File: src/ipt_pkg.sv
// ipt_pkg: shared codes and types for the interval pressure tracker
// holds the mode codes, sequencer states and the per-position update flags
// no dependencies
package ipt_pkg;

  // interval mode codes
  localparam logic MODE_ADD    = 1'b0;
  localparam logic MODE_REMOVE = 1'b1;

  // sequencer states, one-hot
  typedef enum logic [5:0] {
    S_CLEAR  = 6'b000001,
    S_IDLE   = 6'b000010,
    S_WALK   = 6'b000100,
    S_WB     = 6'b001000,
    S_SCAN   = 6'b010000,
    S_SDRAIN = 6'b100000
  } ipt_state_t;

  // side effects of one position update
  typedef struct packed {
    logic clip;   // count saturated at zero or at the top
    logic stale;  // cached maximum can no longer be trusted
  } upd_flags_t;

endpackage

File: src/ipt_update.sv
// ipt_update: saturating add or remove of one weight on one stored count
// also decides whether the update makes the cached maximum stale
// depends on ipt_pkg
module ipt_update #(
  parameter int PRESSURE_BITS = 16
) (
  input  logic                     mode,
  input  logic [3:0]               weight,
  input  logic [PRESSURE_BITS-1:0] old_cnt,
  input  logic [PRESSURE_BITS-1:0] cached_max,
  output logic [PRESSURE_BITS-1:0] new_cnt,
  output ipt_pkg::upd_flags_t      flags
);
  import ipt_pkg::*;

  logic [PRESSURE_BITS:0]   sum;
  logic [PRESSURE_BITS-1:0] wext;

  assign wext = PRESSURE_BITS'(weight);
  assign sum  = {1'b0, old_cnt} + {1'b0, wext};

  // saturating update
  always_comb begin
    unique case (mode)
      MODE_ADD: begin
        flags.stale = 1'b1;
        if (sum[PRESSURE_BITS]) begin
          new_cnt    = '1;
          flags.clip = 1'b1;
        end else begin
          new_cnt    = sum[PRESSURE_BITS-1:0];
          flags.clip = 1'b0;
        end
      end
      MODE_REMOVE: begin
        flags.stale = (old_cnt == cached_max);
        if (old_cnt < wext) begin
          new_cnt    = '0;
          flags.clip = 1'b1;
        end else begin
          new_cnt    = old_cnt - wext;
          flags.clip = 1'b0;
        end
      end
      default: begin
        new_cnt = old_cnt;
        flags   = '0;
      end
    endcase
  end

endmodule
File: config.mk
export PLATFORM = sky130hd
export DESIGN_NAME = ipt_update
export DESIGN_NICKNAME = d
export VERILOG_FILES = /design/src/ipt_pkg.sv /design/src/ipt_update.sv
export SDC_FILE = /design/constraint.sdc
export NUM_CORES = 1
export LEC_CHECK = 0
export BUFFER_PORTS_ARGS = -buffer_cell sky130_fd_sc_hd__buf_2
export CAP_MARGIN = 15
export CORE_MARGIN = 2
export CORE_UTILIZATION = 51
export DETAILED_ROUTE_END_ITERATION = 8
export GPL_ROUTABILITY_DRIVEN = 0
export PLACE_DENSITY = 0.85
export SLEW_MARGIN = 25
export SYNTH_ARGS = -nofsm -noshare
export SYNTH_HDL_FRONTEND = slang
export SYNTH_SLANG_ARGS = --single-unit
File: constraint.sdc
create_clock -name vclk -period 2.96
set_input_delay 0.296 -clock vclk [all_inputs]
set_output_delay 0.296 -clock vclk [all_outputs]
set_load 0.02 [all_outputs]
==> impl_metrics.toml <==
[global_routing]
antenna_found_initial = 0
grt_pass1_wl_um = 6680
grt_pass1_vias = 1569
grt_usage_pct = 30.6
grt_max_degree = 22
overflow = 0

[timing]
fmax_mhz = 356
post-route-period-util_pct = 94.9
maxSlewHeadroom_pct = 58.4
drv_slew = 0
rsz0062_at_grt = "no"
tns_ps = 0
setup_viol = 0
fin_hold_ws_ps = 1020
worst_pin_slew_ps = 617
hold_violations = 0
post-route-min-period_ps = 2810

[setup_path]
crit_path_max_incr_delay_ps = 500
crit_chain = "buf_2 > inv_1 > ha_1 > or4_1 > or3_4 > o31ai_4 > o221a_2 > o21ai_1 > buf_2"
crit_fanout = 8
worstSetupPathType = "input pin to output pin"
cp.required_ps = 2660
end_kind = "output pin"
arrival_ps = 2510
crit_slowest_cell = "o31ai_4"
start_kind = "input pin"
cp_common_cell = "buf_2"
timing.critical_path.from = "weight[3]"

[die]
io_pins = 55
start_util_pct = 55.4
core.rowCount = 17
fp.coreArea_mm2 = 0.00225
die_w_um = 53.5
die_h_um = 53.5
die_area_mm2 = 0.00286

[logic_synthesis]
synth_top_area_share_pct = 11.2
synth_area_leaders = "xor2_1 (11%), ha_1 (9.0%), xnor2_1 (5.6%), nor2_1 (4.5%), nor3_1 (3.6%)"
syn-instance-count = 181
syn_area_per_cell_um2 = 6.90
yosysWarningCount = 0
ys_types = 46
synth.cell_area_mm2 = 0.00125
yosysTopAreaCell = "xor2_1"
syn_nets = 229
ys_seq_area_share_pct = 0

[final_layout]
drive_above_1_share_pct = 29.7
multi_input_area_mm2 = 0.00115
fin_nets = 282
clock_buffer_count = 0
fillers = 215
area_growth_pct = 25.6
final_common_cell = "buf_2"
final_cell_mix = "buf_2 (55), xor2_1 (16), nor2_1 (15)"
seq_area_um2 = 0
seq_cells = 0
antennaDiodeCount = 0

[place]
dp_hpwl_um = 3300
io_buffers = 55

[detailed_routing]
final_antenna_net_count = 0
dr.pass1.iters = 4
wl_um = 4130
wl_per_cell_um = 15.9
drc = 0
num_vias = 1675
via_per_inst = 6.44
drtIter0Drc = 57

[outcome]
outcome = "completed"

[power]
irDropWorstVdd_v = 0.000122
p_leak_nw = 0.681
power_density_mw_per_mm2 = 164

[worst_hold_path]
worstHoldStart = "old_cnt[10]"
whs_endpoint = "new_cnt[10]"
hold_path_depth = 3
hold_class = "input pin to output pin"

[clock_network]
postCtsSetupRepairBufs = 0

[flow_run]
maxCapViolCount = 0
[critical path, delay by kind of cell]
kind / cells / cell delay, ps
AOI/OAI and AO/OA: 3 / 840
buffers and inverters: 3 / 310
and+or+nand+nor: 2 / 850
adders and majority gates: 1 / 210
[stage by stage]
stage / utilization (%) / power [mW] / cell area [um^2] / setup slack [ps] / cells
floorplan: - / 0.162 / 1250 / 282 / 181
global placement: 69.5 / 0.247 / 1570 / 197 / 260
detailed placement: 69.5 / 0.252 / 1570 / 146 / 260
CTS: 69.5 / 0.253 / 1570 / 127 / 260
global route: 69.5 / 0.279 / 1570 / 60.8 / 260
finish: 69.5 / 0.256 / 1570 / 151 / 260
[repair_timing]
action,CTS,global route
setup endpoints to repair,0,7
resized for setup,0,1
hold buffers,0,0
hold endpoints to repair,0,0
[how the worst max path moves through the flow]
stage,cells past startpoint,endpoint
6_report,9,new_cnt[13]
5_1_grt,10,new_cnt[13]
4_1_cts,10,new_cnt[14]
3_5_place_dp,10,new_cnt[10]
3_3_place_gp,7,new_cnt[13]
2_1_floorplan,7,new_cnt[10]
[routing by layer]
layer,share of wire [%],routed length (um),track usage (%),vias to the layer above
li1,-,-,-,790
met1,38,1580,35.8,768
met2,49,2040,57.0,109
met3,11,457,4.80,8
met4,1.2,49,6.84,0
met5,0,0,0,-
[cells by family after synthesis]
| group | share of synthesized area, % |
|---|---|
| compound gates | 32.4 |
| xor+xnor | 16.8 |
| fa+ha+maj | 12.2 |
| simple gates | 28.9 |
| buf+inv | 8.02 |
| mux | 1.70 |
[cell type report]
class / count / share of cell area, %
Multi-Input combinational cell: 157 / 73.3
Tap cell: 28 / 2.23
Timing Repair Buffer: 64 / 21.9
Inverter: 11 / 2.63
[Yosys cell counts, drive strengths merged (5+ instances only)]
library cell and number:
a211oi 5, clkbuf 10, ha 9, inv 11, nand2 8, nand3 6
nor2 15, nor2b 5, nor3 10, nor4 6, o21ai 13, or3 5
xnor2 8, xor2 16
[power by group]
group,total [mW],internal (mW),switching [mW]
sequential,0,0,0
clock,0,0,0
combinational,0.256,0.102,0.154
(Power assumes the default switching activity.)
